===== src/opi_pkg.sv =====
// Shared types, constants and the CORDIC arctangent table for the pose integrator.
package opi_pkg;

  // Default configuration of the CORDIC core
  localparam int CORDIC_STEPS_DEF = 16;
  localparam int ANGLE_BITS_DEF   = 24;

  // Fixed field widths
  localparam int LIN_W = 20;   // forward step
  localparam int ANG_W = 24;   // heading / heading change
  localparam int POS_W = 32;   // Q16.16 position
  localparam int CS_W  = 32;   // cos/sin in Q30
  localparam int TAB_N = 24;   // entries in the arctangent table

  // 1/K in Q30, starting x of the rotation
  localparam logic signed [CS_W-1:0] KINV_Q30 = 32'sd652032874;

  // Controller to datapath commands
  typedef struct packed {
    logic ld;     // latch a word, set up the rotation
    logic clr;    // clear pose to origin
    logic iter;   // one CORDIC micro-rotation
    logic mulx;   // multiply step by cos
    logic addx;   // accumulate x, multiply step by sin
    logic addy;   // accumulate y, advance heading
    logic wout;   // load output register
  } opi_cmd_t;

  // Datapath to controller status
  typedef struct packed {
    logic iter_done;  // current micro-rotation is the last one
  } opi_sts_t;

  // atan(2^-i) in units of 2^-32 turn, rounded to nearest
  function automatic logic [31:0] atan_turn32(input logic [4:0] idx);
    logic [31:0] v;
    case (idx)
      5'd0:    v = 32'd536870912;
      5'd1:    v = 32'd316933406;
      5'd2:    v = 32'd167458907;
      5'd3:    v = 32'd85004756;
      5'd4:    v = 32'd42667331;
      5'd5:    v = 32'd21354465;
      5'd6:    v = 32'd10679838;
      5'd7:    v = 32'd5340245;
      5'd8:    v = 32'd2670163;
      5'd9:    v = 32'd1335087;
      5'd10:   v = 32'd667544;
      5'd11:   v = 32'd333772;
      5'd12:   v = 32'd166886;
      5'd13:   v = 32'd83443;
      5'd14:   v = 32'd41722;
      5'd15:   v = 32'd20861;
      5'd16:   v = 32'd10430;
      5'd17:   v = 32'd5215;
      5'd18:   v = 32'd2608;
      5'd19:   v = 32'd1304;
      5'd20:   v = 32'd652;
      5'd21:   v = 32'd326;
      5'd22:   v = 32'd163;
      5'd23:   v = 32'd81;
      default: v = 32'd0;
    endcase
    return v;
  endfunction

endpackage


===== src/opi_if.sv =====
// Valid/ready channel interfaces for odometry step words and pose words.
interface opi_in_if;
  import opi_pkg::*;
  logic                    valid;
  logic                    ready;
  logic signed [LIN_W-1:0] linear_step;
  logic signed [ANG_W-1:0] angular_step;
  logic                    reset_pose;

  modport source (output valid, linear_step, angular_step, reset_pose, input ready);
  modport sink   (input valid, linear_step, angular_step, reset_pose, output ready);
endinterface

interface opi_out_if;
  import opi_pkg::*;
  logic                    valid;
  logic                    ready;
  logic signed [POS_W-1:0] pos_x;
  logic signed [POS_W-1:0] pos_y;
  logic        [ANG_W-1:0] heading;

  modport source (output valid, pos_x, pos_y, heading, input ready);
  modport sink   (input valid, pos_x, pos_y, heading, output ready);
endinterface


===== src/opi_ctrl.sv =====
// Sequencing state machine of the pose integrator.
module opi_ctrl
  import opi_pkg::*;
(
  input  logic     clk,
  input  logic     rst_n,
  input  logic     in_valid,
  input  logic     in_reset_pose,
  input  logic     out_ready,
  input  opi_sts_t sts,
  output opi_cmd_t cmd,
  output logic     in_ready,
  output logic     out_valid
);

  typedef enum logic [5:0] {
    S_IDLE = 6'b000001,
    S_ITER = 6'b000010,
    S_MULX = 6'b000100,
    S_ADDX = 6'b001000,
    S_ADDY = 6'b010000,
    S_FIN  = 6'b100000
  } opi_state_t;

  opi_state_t state_r, state_nxt;
  logic       out_valid_r, out_valid_nxt;
  logic       acc;
  logic       slot_free;

  assign in_ready  = (state_r == S_IDLE);
  assign acc       = in_valid && in_ready;
  assign out_valid = out_valid_r;
  // output register can take a new word when empty or being drained
  assign slot_free = !out_valid_r || out_ready;

  // next state and commands
  always_comb begin
    state_nxt = state_r;
    cmd       = '0;
    case (state_r)
      S_IDLE: begin
        if (acc) begin
          if (in_reset_pose) begin
            cmd.clr   = 1'b1;
            state_nxt = S_FIN;
          end else begin
            cmd.ld    = 1'b1;
            state_nxt = S_ITER;
          end
        end
      end
      S_ITER: begin
        cmd.iter = 1'b1;
        if (sts.iter_done) state_nxt = S_MULX;
      end
      S_MULX: begin
        cmd.mulx  = 1'b1;
        state_nxt = S_ADDX;
      end
      S_ADDX: begin
        cmd.addx  = 1'b1;
        state_nxt = S_ADDY;
      end
      S_ADDY: begin
        cmd.addy  = 1'b1;
        state_nxt = S_FIN;
      end
      S_FIN: begin
        if (slot_free) begin
          cmd.wout  = 1'b1;
          state_nxt = S_IDLE;
        end
      end
      default: state_nxt = S_IDLE;
    endcase
  end

  // result valid flag
  always_comb begin
    out_valid_nxt = out_valid_r;
    if (out_valid_r && out_ready) out_valid_nxt = 1'b0;
    if (cmd.wout) out_valid_nxt = 1'b1;
  end

  always_ff @(posedge clk) begin
    if (!rst_n) begin
      state_r     <= S_IDLE;
      out_valid_r <= 1'b0;
    end else begin
      state_r     <= state_nxt;
      out_valid_r <= out_valid_nxt;
    end
  end

endmodule


===== src/opi_dp.sv =====
// Datapath: pose accumulators, iterative CORDIC, shared multiplier, output register.
module opi_dp
  import opi_pkg::*;
#(
  parameter int CORDIC_STEPS = CORDIC_STEPS_DEF,
  parameter int ANGLE_BITS   = ANGLE_BITS_DEF
) (
  input  logic                    clk,
  input  logic                    rst_n,
  input  opi_cmd_t                cmd,
  input  logic signed [LIN_W-1:0] in_linear_step,
  input  logic signed [ANG_W-1:0] in_angular_step,
  output opi_sts_t                sts,
  output logic signed [POS_W-1:0] out_pos_x,
  output logic signed [POS_W-1:0] out_pos_y,
  output logic        [ANG_W-1:0] out_heading
);

  localparam int AB   = ANGLE_BITS;
  localparam int CW   = $clog2(CORDIC_STEPS);
  localparam int PW   = LIN_W + 1 + CS_W;   // product width
  localparam int RW   = PW - 30;            // rounded product width
  localparam logic signed [AB:0] QUARTER = (AB + 1)'(1) << (AB - 2);
  localparam logic signed [AB:0] HALF    = (AB + 1)'(1) << (AB - 1);

  // pose state
  logic signed [POS_W-1:0] x_acc_r, y_acc_r;
  logic        [ANG_W-1:0] heading_r;
  // per-word working registers
  logic signed [LIN_W:0]   lin_r;
  logic        [ANG_W-1:0] dang_r;
  logic signed [CS_W-1:0]  cx_r, cy_r;
  logic signed [AB:0]      z_r;
  logic        [CW-1:0]    cnt_r;
  logic signed [PW-1:0]    prod_r;
  // output register
  logic signed [POS_W-1:0] ox_r, oy_r;
  logic        [ANG_W-1:0] oh_r;

  // heading rescaled to the CORDIC angle width
  logic [AB-1:0] ang_cv;
  if (AB >= ANG_W) begin : g_up
    assign ang_cv = AB'(heading_r) << (AB - ANG_W);
  end else begin : g_dn
    assign ang_cv = heading_r[ANG_W-1 -: AB];
  end

  // range reduction into [-1/4, 1/4) turn
  logic signed [AB:0] z0, z_red;
  logic               flip;
  always_comb begin
    z0 = $signed({ang_cv[AB-1], ang_cv});
    flip  = 1'b0;
    z_red = z0;
    if (z0 >= QUARTER) begin
      z_red = z0 - HALF;
      flip  = 1'b1;
    end else if (z0 < -QUARTER) begin
      z_red = z0 + HALF;
      flip  = 1'b1;
    end
  end

  // one micro-rotation
  logic        [31:0]     da_full;
  logic signed [AB:0]     da;
  logic signed [CS_W-1:0] sx, sy;
  assign da_full = atan_turn32(5'(cnt_r)) >> (32 - AB);
  assign da      = $signed({1'b0, da_full[AB-1:0]});
  assign sx      = cy_r >>> cnt_r;
  assign sy      = cx_r >>> cnt_r;
  assign sts.iter_done = (cnt_r == CW'(CORDIC_STEPS - 1));

  // shared multiplier: cos on the first pass, sin on the second
  logic signed [CS_W-1:0] mop;
  logic signed [PW-1:0]   prod_nxt;
  assign mop      = cmd.mulx ? cx_r : cy_r;
  assign prod_nxt = lin_r * mop;

  // round half up, then saturating add to an accumulator
  function automatic logic signed [POS_W-1:0] acc_sat(input logic signed [POS_W-1:0] a,
                                                      input logic signed [PW-1:0] p);
    logic signed [PW-1:0]    pr;
    logic signed [RW-1:0]    r;
    logic signed [POS_W:0]   s;
    logic signed [POS_W-1:0] res;
    pr = p + (PW'(1) << 29);
    r  = pr[PW-1:30];
    s  = $signed({a[POS_W-1], a}) + (POS_W + 1)'(r);
    if (s[POS_W] != s[POS_W-1])
      res = s[POS_W] ? {1'b1, {(POS_W-1){1'b0}}} : {1'b0, {(POS_W-1){1'b1}}};
    else
      res = s[POS_W-1:0];
    return res;
  endfunction

  // pose accumulators
  always_ff @(posedge clk) begin
    if (!rst_n || cmd.clr) begin
      x_acc_r   <= '0;
      y_acc_r   <= '0;
      heading_r <= '0;
    end else begin
      if (cmd.addx) x_acc_r <= acc_sat(x_acc_r, prod_r);
      if (cmd.addy) begin
        y_acc_r   <= acc_sat(y_acc_r, prod_r);
        heading_r <= heading_r + dang_r;
      end
    end
  end

  // CORDIC and product registers
  always_ff @(posedge clk) begin
    if (cmd.ld) begin
      // a flipped half-plane negates cos and sin; fold it into the step
      lin_r  <= flip ? -(LIN_W + 1)'(in_linear_step) : (LIN_W + 1)'(in_linear_step);
      dang_r <= in_angular_step;
      cx_r   <= KINV_Q30;
      cy_r   <= '0;
      z_r    <= z_red;
      cnt_r  <= '0;
    end else if (cmd.iter) begin
      if (!z_r[AB]) begin
        cx_r <= cx_r - sx;
        cy_r <= cy_r + sy;
        z_r  <= z_r - da;
      end else begin
        cx_r <= cx_r + sx;
        cy_r <= cy_r - sy;
        z_r  <= z_r + da;
      end
      cnt_r <= cnt_r + CW'(1);
    end
    if (cmd.mulx || cmd.addx) prod_r <= prod_nxt;
  end

  // output register
  always_ff @(posedge clk) begin
    if (cmd.wout) begin
      ox_r <= x_acc_r;
      oy_r <= y_acc_r;
      oh_r <= heading_r;
    end
  end

  assign out_pos_x   = ox_r;
  assign out_pos_y   = oy_r;
  assign out_heading = oh_r;

endmodule


===== src/odometry_pose_integrator_unit.sv =====
// Top level of the dead-reckoning pose integrator: controller, datapath, channels.
// Each accepted word runs the iterative CORDIC, one micro-rotation per cycle, then two
// passes through the one shared multiplier; x, y and heading are updated and the pose
// is loaded into the output register once it is free. A reset-pose word clears the
// pose and goes straight to that load. No new word is taken until the last pose is
// loaded; one is taken while a finished pose waits in the output register.
// Synchronous active-low reset zeroes the pose and empties the output register.
module odometry_pose_integrator_unit
  import opi_pkg::*;
#(
  parameter int CORDIC_STEPS = CORDIC_STEPS_DEF,
  parameter int ANGLE_BITS   = ANGLE_BITS_DEF
) (
  input  logic      clk,
  input  logic      rst_n,
  opi_in_if.sink    in_ch,
  opi_out_if.source out_ch
);

  opi_cmd_t cmd;
  opi_sts_t sts;

  opi_ctrl u_ctrl (
    .clk           (clk),
    .rst_n         (rst_n),
    .in_valid      (in_ch.valid),
    .in_reset_pose (in_ch.reset_pose),
    .out_ready     (out_ch.ready),
    .sts           (sts),
    .cmd           (cmd),
    .in_ready      (in_ch.ready),
    .out_valid     (out_ch.valid)
  );

  opi_dp #(
    .CORDIC_STEPS (CORDIC_STEPS),
    .ANGLE_BITS   (ANGLE_BITS)
  ) u_dp (
    .clk             (clk),
    .rst_n           (rst_n),
    .cmd             (cmd),
    .in_linear_step  (in_ch.linear_step),
    .in_angular_step (in_ch.angular_step),
    .sts             (sts),
    .out_pos_x       (out_ch.pos_x),
    .out_pos_y       (out_ch.pos_y),
    .out_heading     (out_ch.heading)
  );

  // block is busy right after taking a word
  a_busy_after_accept: assert property (@(posedge clk) disable iff (!rst_n)
    (in_ch.valid && in_ch.ready) |=> !in_ch.ready)
    else $error("input accepted twice in a row");

  // output register only loads when it is empty or being drained
  a_no_overwrite: assert property (@(posedge clk) disable iff (!rst_n)
    cmd.wout |-> (!out_ch.valid || out_ch.ready))
    else $error("pending pose overwritten");

  // a loaded pose is presented on the next cycle
  a_wout_valid: assert property (@(posedge clk) disable iff (!rst_n)
    cmd.wout |=> out_ch.valid)
    else $error("pose loaded but not presented");

endmodule

===== src/flat_wrapper.sv =====
// flat-port wrapper written by rule: the top's interface ports become plain ports
module odometry_pose_integrator_unit_flat import opi_pkg::*;
#(
  parameter int CORDIC_STEPS = CORDIC_STEPS_DEF,
  parameter int ANGLE_BITS   = ANGLE_BITS_DEF
)
  (clk, rst_n, in_ch_valid, in_ch_linear_step, in_ch_angular_step, in_ch_reset_pose, in_ch_ready, out_ch_valid, out_ch_pos_x, out_ch_pos_y, out_ch_heading, out_ch_ready);
  opi_in_if in_ch_i ();
  opi_out_if out_ch_i ();
  input  logic clk;
  input  logic rst_n;
  input wire logic [$bits(in_ch_i.valid)-1:0] in_ch_valid;
  input wire logic [$bits(in_ch_i.linear_step)-1:0] in_ch_linear_step;
  input wire logic [$bits(in_ch_i.angular_step)-1:0] in_ch_angular_step;
  input wire logic [$bits(in_ch_i.reset_pose)-1:0] in_ch_reset_pose;
  output wire logic [$bits(in_ch_i.ready)-1:0] in_ch_ready;
  output wire logic [$bits(out_ch_i.valid)-1:0] out_ch_valid;
  output wire logic [$bits(out_ch_i.pos_x)-1:0] out_ch_pos_x;
  output wire logic [$bits(out_ch_i.pos_y)-1:0] out_ch_pos_y;
  output wire logic [$bits(out_ch_i.heading)-1:0] out_ch_heading;
  input wire logic [$bits(out_ch_i.ready)-1:0] out_ch_ready;
  assign in_ch_i.valid = in_ch_valid;
  assign in_ch_i.linear_step = in_ch_linear_step;
  assign in_ch_i.angular_step = in_ch_angular_step;
  assign in_ch_i.reset_pose = in_ch_reset_pose;
  assign in_ch_ready = in_ch_i.ready;
  assign out_ch_valid = out_ch_i.valid;
  assign out_ch_pos_x = out_ch_i.pos_x;
  assign out_ch_pos_y = out_ch_i.pos_y;
  assign out_ch_heading = out_ch_i.heading;
  assign out_ch_i.ready = out_ch_ready;
  odometry_pose_integrator_unit #(.CORDIC_STEPS(CORDIC_STEPS), .ANGLE_BITS(ANGLE_BITS)) u_core (.clk(clk), .rst_n(rst_n), .in_ch(in_ch_i), .out_ch(out_ch_i));
endmodule

===== config.mk =====
export PLATFORM = sky130hd
export DESIGN_NAME = odometry_pose_integrator_unit_flat
export DESIGN_NICKNAME = d
export VERILOG_FILES = /design/src/opi_pkg.sv /design/src/opi_if.sv /design/src/opi_ctrl.sv /design/src/opi_dp.sv /design/src/odometry_pose_integrator_unit.sv /design/src/flat_wrapper.sv
export SDC_FILE = /design/constraint.sdc
export NUM_CORES = 2
export LEC_CHECK = 0
export BUFFER_PORTS_ARGS = -buffer_cell sky130_fd_sc_hd__buf_4
export CAP_MARGIN = 25
export CORE_MARGIN = 3
export CORE_UTILIZATION = 65
export CTS_BUF_LIST = sky130_fd_sc_hd__clkbuf_16
export CTS_CLUSTER_DIAMETER = 30
export DETAILED_ROUTE_END_ITERATION = 6
export GPL_TIMING_DRIVEN = 0
export HOLD_SLACK_MARGIN = 0.05
export PLACE_DENSITY = 0.84
export SLEW_MARGIN = 20
export SYNTH_ARGS = -nofsm -noshare
export SYNTH_HDL_FRONTEND = slang
export SYNTH_HIERARCHICAL = 1
export SYNTH_SLANG_ARGS = --single-unit

===== constraint.sdc =====
create_clock -name clk -period 9.3 [get_ports clk]
set_input_delay 0.93 -clock clk [delete_from_list [all_inputs] [get_ports clk]]
set_output_delay 0.93 -clock clk [all_outputs]
set_load 0.01 [all_outputs]

==> Yosys cells after proc, flatten, opt, wreduce, memory -nomap -nowiden <==
Memories as Yosys holds them, arrays and structs flattened. A register that Yosys moved wholly into a read port is not among the register bits.
Index checks and enable logic that the tools add are counted.
{ "totals": {"regBits": 374, "rom_bits": 480, "in_bits": 49, "wordCells": 91, "mem_count": 1} }
{ "mem_list": {"columns": ["memory", "depth", "width", "rd", "rd_clocked_by_memory_dff", "write_ports", "line_no", "source"], "rows": [
  ["(no name shown)", 16, 30, 1, 1, 0, "opi_pkg.sv:37", "case (idx)"]
]} }
{ "op_classes": {"add_sub_neg": 14, "multipliers": 1, "order_cmp": 2, "eq_ne": 12, "shifts": 2, "n_mux": 34, "reduce_logical": 10} }
{ "op_table": {"columns": ["op", "count"], "rows": [
  ["$mux W32", 7],
  ["$mux W25", 5],
  ["$add A32 B23 Y33", 2],
  ["$add A32 B32 Y32", 2],
  ["$sshr A32 B4 Y32", 2],
  ["$sub A32 B32 Y32", 2],
  ["$add A53 B31 Y53 const B", 1],
  ["$mul A21 B32 Y53", 1],
  ["$pmux W6 S6", 1],
  ["$add A24 B25 Y25 const B", 1],
  ["$add A25 B25 Y25", 1],
  ["$sub A24 B25 Y25 const B", 1],
  ["$sub A25 B25 Y25", 1],
  ["$add A24 B24 Y24", 1],
  ["$ge A24 B24 Y1 const B", 1],
  ["$lt A24 B23 Y1 const B", 1],
  ["$mux W6", 4],
  ["$mux W21", 1],
  ["$neg A20 Y21", 1],
  ["$mux W1", 12],
  ["$mux W4", 2],
  ["$eq A6 B1 Y1 const B", 1],
  ["$eq A6 B2 Y1 const B", 1],
  ["$eq A6 B3 Y1 const B", 1],
  ["14 further kinds", 22]
]} }

==> Logic depth before layout (Yosys ltp) <==
{ "logic_depth": {"depth_word": 5, "ltp_mapped": 37, "ltp_nobuf": 32} }

==> By module <==
Netlist, hierarchy kept.
{ "modules_own_cells": {"columns": ["module", "instances", "cells_per_inst", "area_each_um2"], "rows": [
  ["opi_dp", 1, 5249, 48859.4],
  ["opi_ctrl", 1, 46, 391.6]
]} }

==> Least setup slack after synthesis <==
No wires, ideal clock.
{ "synth_path": {"path_type": "reg-to-reg", "start": "register u_core.u_ctrl.state_r[3]", "end": "register u_core.u_dp.prod_r[51] (data pin)", "t_arrival_ns": 8.315, "setup_slack_ns": 0.722, "path_stages_with_launch": 36, "path_buffers": 5, "cell_sequence": "dfxtp_1 -> nor3_1 -> nand3_1 -> inv_1 -> buf_4 -> clkbuf_1 -> clkbuf_1 -> clkbuf_1 -> o21ai_0 -> clkbuf_1 -> and2_1 -> fa_1 -> inv_1 -> fa_1 -> inv_1 -> fa_1 -> inv_1 -> fa_1 -> inv_1 -> fa_1 -> inv_1 -> fa_1 -> fa_1 -> inv_1 -> ha_1 -> a21oi_1 -> nor2b_1 -> o21ai_0 -> nand2b_1 -> a21oi_1 -> o21bai_1 -> a21o_1 -> a21oi_1 -> a21boi_0 -> o21bai_1 -> xor2_1"} }
{ "synth_rtl": {"columns": ["item", "line_no", "source"], "rows": [
  ["from (decl)", "opi_ctrl.sv:25", "opi_state_t state_r, state_nxt;"],
  ["from (signal assigned)", "opi_ctrl.sv:90", "state_r <= state_nxt;"],
  ["to (signal assigned)", "opi_dp.sv:134", "if (cmd.mulx || cmd.addx) prod_r <= prod_nxt;"],
  ["to (decl)", "opi_dp.sv:35", "logic signed [PW-1:0] prod_r;"]
]} }

==> impl_metrics.yaml <==
outcome:
  status: "complete, no violations"
route:
  drt_iter0_markers: 3641
  routed_wl_um: 145000
  vias: 40400
  viasPerCell: 6.15
  drc_errors: 0
  dr.pass1.iters: 6
  ant_nets: 0
  avgRoutedWirePerCell_um: 22.1
clock_network:
  cts.clk_slew.worst_paths_ps: 50
  hold_buffers: 0
  clock_latency_ps: 660
  cts-root-buf: "clkbuf_16"
  cts_sinks: 367
  cts_tree: "done"
  cts_buffers: 80
  clockBufferDepth: 3
  h-tree-depth: 3
logic_synthesis:
  yosys-top-cells-area: "fa_1 27%, edfxtp_1 11%, ha_1 8.1%, dfxtp_1 7.5%, inv_1 6.3%"
  syn_nets: 6334
  syn_inst: 5295
  async_reset_ff_share_pct: 0
  synth_area_um2: 49300
  synth_cell_types: 91
  synth_edf_count: 182
  yosysSeqAreaShare_pct: 18.6
  synth_common_cells: "824 x inv_1, 673 x fa_1, 579 x nand2_1"
  synth_ff_type: "dfxtp_1"
  synth_area_per_cell_um2: 9.30
  yosys.area.top_type_share_pct: 27.4
  ys.warnings.count: 6
  synth_top_area_cell: "fa_1"
  post-synth-top-count-cell: "inv_1"
  ys_ff_latch: 367
place:
  port_buffers: 138
  dp_hpwl_um: 114000
  placed_area_um2: 51600
  gp_congestion: 1.01
  post-place-ws_ps: -1990
setup_path:
  crit_type: "register to register"
  critPathRequiredTime_ps: 9700
  worstPathMaxFanout: 10
  worst_path_max_delay_cell: "fa_1"
  cp_data_arrival_time_ps: 9520
  startpoint_type: "register"
  crit_path_end_kind: "register"
  slowest_delay_ps: 580
  crit_top_cell: "fa_1"
timing:
  clock_skew_ps: 78.3
  maxSlewViolCount: 0
  setup_viol: 0
  timing.final.ws_setup_ps: 182
  tightest_slew_ps: 1030
  fin_crit_ps: 9120
  hold_violations: 0
  fin_crit_sh_pct: 98.0
  whs_ps: 440
  maxSlewHeadroom_pct: 31.0
  timing.fmax_ghz: 0.110
floorplanning:
  io_pins: 139
  start_util_pct: 65.9
  fp.dieW_um: 281
  die_h_um: 281
  rows: 100
  die-area_um2: 79100
  core_um2: 74700
power:
  switching_share_pct: 47.6
  power_frac_comb_pct: 69.8
  vdd_drop_max_uv: 256
  pwr-share-clk_pct: 16.9
  power_w: 0.0175
  p_per_area_nw_per_um2: 320
  p_sw_w: 0.00833
  seqPwrFrac_pct: 13.3
  leakage_nw: 25.7
  p_int_w: 0.00918
min_path:
  worst_hold_path_type: "input pin to register"
global_route:
  grt_first_pass_wirelength_um: 228000
  groute.usage.overall_pct: 37.2
  globalRoute.totalOverflow: 0
  antenna_found_initial: 1
  first_global_vias: 42400
  grt_max_degree: 62
layout:
  drive_gt1_share_pct: 9.47
  final_nets: 6568
  utilization_pct: 73.2
  fin_area_um2: 54700
  fillers: 5269
  syn_to_final_growth_pct: 11.1
flow_run:
  cap_violations: 0
## area by class of cell
| cell class | count | area [um2] | area share (%) |
|---|---|---|---|
| repair buffers | 155 | 1210 | 2.21 |
| clock buffers | 80 | 2000 | 3.66 |
| well taps | 969 | 1210 | 2.22 |
| flip-flops and latches | 367 | 9170 | 16.8 |
| multi-input cells | 3854 | 36100 | 65.9 |
| plain buffers | 244 | 1080 | 1.97 |
| diodes | 2 | 5.00 | 0.00915 |
| inverters | 827 | 3100 | 5.67 |
| clock inverters | 70 | 855 | 1.56 |
## logic make-up after synthesis
logic type	Yosys count	synth area share [%]
and+or+nand+nor	1453	14.1
buffers and inverters	1074	8.40
xor gates and xnor gates	293	5.21
adders and majority gates	1020	36.0
DFF	367	18.6
muxes	228	6.80
AOI/OAI and AO/OA	860	10.9
## repair_timing
| item | 4_1_cts | 5_1_grt |
|---|---|---|
| gates resized for setup | 36 | 39 |
| setup buffers | 2 | 3 |
| pin swaps | 2 | 4 |
| endpoints found under the setup margin | 24 | 14 |
| endpoints found under the hold margin | 0 | 0 |
## power groups by stage
stage          Combinational, W  Sequential [W]  Clock [W]
2_1_floorplan           0.00914         0.00224          0
3_3_place_gp             0.0114         0.00234          0
3_5_place_dp             0.0118         0.00234          0
4_1_cts                  0.0121         0.00231    0.00299
5_1_grt                  0.0137         0.00233    0.00307
6_report                 0.0122         0.00233    0.00296
## layer usage
layer / track usage (%) / routed length, um
met1: 45.0 / 52400
met2: 60.7 / 66700
met3: 9.05 / 15700
met4: 22.5 / 10200
met5: 0 / 11
## path summary, 6_finish.rpt
check                                        startpoint                                  to  slack [ps]  cells past startpoint
setup / recovery  u_core/u_ctrl/state_r[4]$_SDFFE_PN0P_    u_core/u_dp/prod_r[46]$_DFFE_PP_         180                     33
hold / removal                   in_ch_angular_step[19]    u_core/u_dp/dang_r[19]$_DFFE_PP_         440                      1
setup reg to reg  u_core/u_ctrl/state_r[4]$_SDFFE_PN0P_    u_core/u_dp/prod_r[46]$_DFFE_PP_         180                     33
hold reg to reg     u_core/u_dp/y_acc_r[3]$_SDFFE_PP0P_  u_core/u_dp/out_pos_y[3]$_DFFE_PP_         440                      0
## through the flow
| stage | std cells | TNS, ps |
|---|---|---|
| 6_report | 6568 | 0 |
| 5_1_grt | 6566 | -71.7 |
| 4_1_cts | 6563 | 0 |
| 3_5_place_dp | 6413 | -34470 |
| 3_3_place_gp | 6402 | -65010 |
| 2_1_floorplan | 5295 | 0 |
## sequential cells by signal, indices dropped and copies added (netlist names), 4 cells and up
signal,cells
u_core/u_dp/cy_r,32
u_core/u_dp/cnt_r,4
u_core/u_dp/out_pos_y,32
u_core/u_dp/ang_cv,24
u_core/u_dp/out_heading,24
u_core/u_dp/cx_r,32
u_core/u_dp/out_pos_x,32
u_core/u_dp/lin_r,21
u_core/u_dp/dang_r,24
u_core/u_dp/y_acc_r,32
u_core/u_dp/x_acc_r,32
u_core/u_dp/prod_r,24
u_core/u_ctrl/state_r,6
u_core/u_dp/z_r,25
u_core/u_dp/da,22
## cells in the final DEF (no fill, tap or decap), types with 20 or more instances in the layout
cell,instances
inv_1,833
fa_1,672
nand2_1,579
ha_1,317
and2_1,284
a21oi_1,277
nor2_1,273
o21ai_0,216
dfxtp_1,185
clkbuf_1,184
edfxtp_1,182
xnor2_1,169
buf_4,158
xor2_1,123
a21o_1,91
clkbuf_16,80
mux2i_1,80
mux2_2,72
mux4_2,59
nor3_1,51
nand3_1,44
and3_1,42
a31oi_1,34
nor2b_1,30
o21a_1,30
maj3_1,30
a211oi_1,28
nand2b_1,27
o21bai_1,26
or2_2,22
clkbuf_2,20
## critical path: cells and delay by family, from the launching register on
family / cells / cell delay, ps
adder cells (fa/ha/maj): 8 / 3970
AND/OR/NAND/NOR: 5 / 850
flip-flops: 1 / 370
AO/OA/AOI/OAI: 8 / 1420
XOR/XNOR: 1 / 130
multiplexers: 1 / 250
buffers and inverters: 10 / 1810
Note: power is estimated with default switching activity, not from simulation.
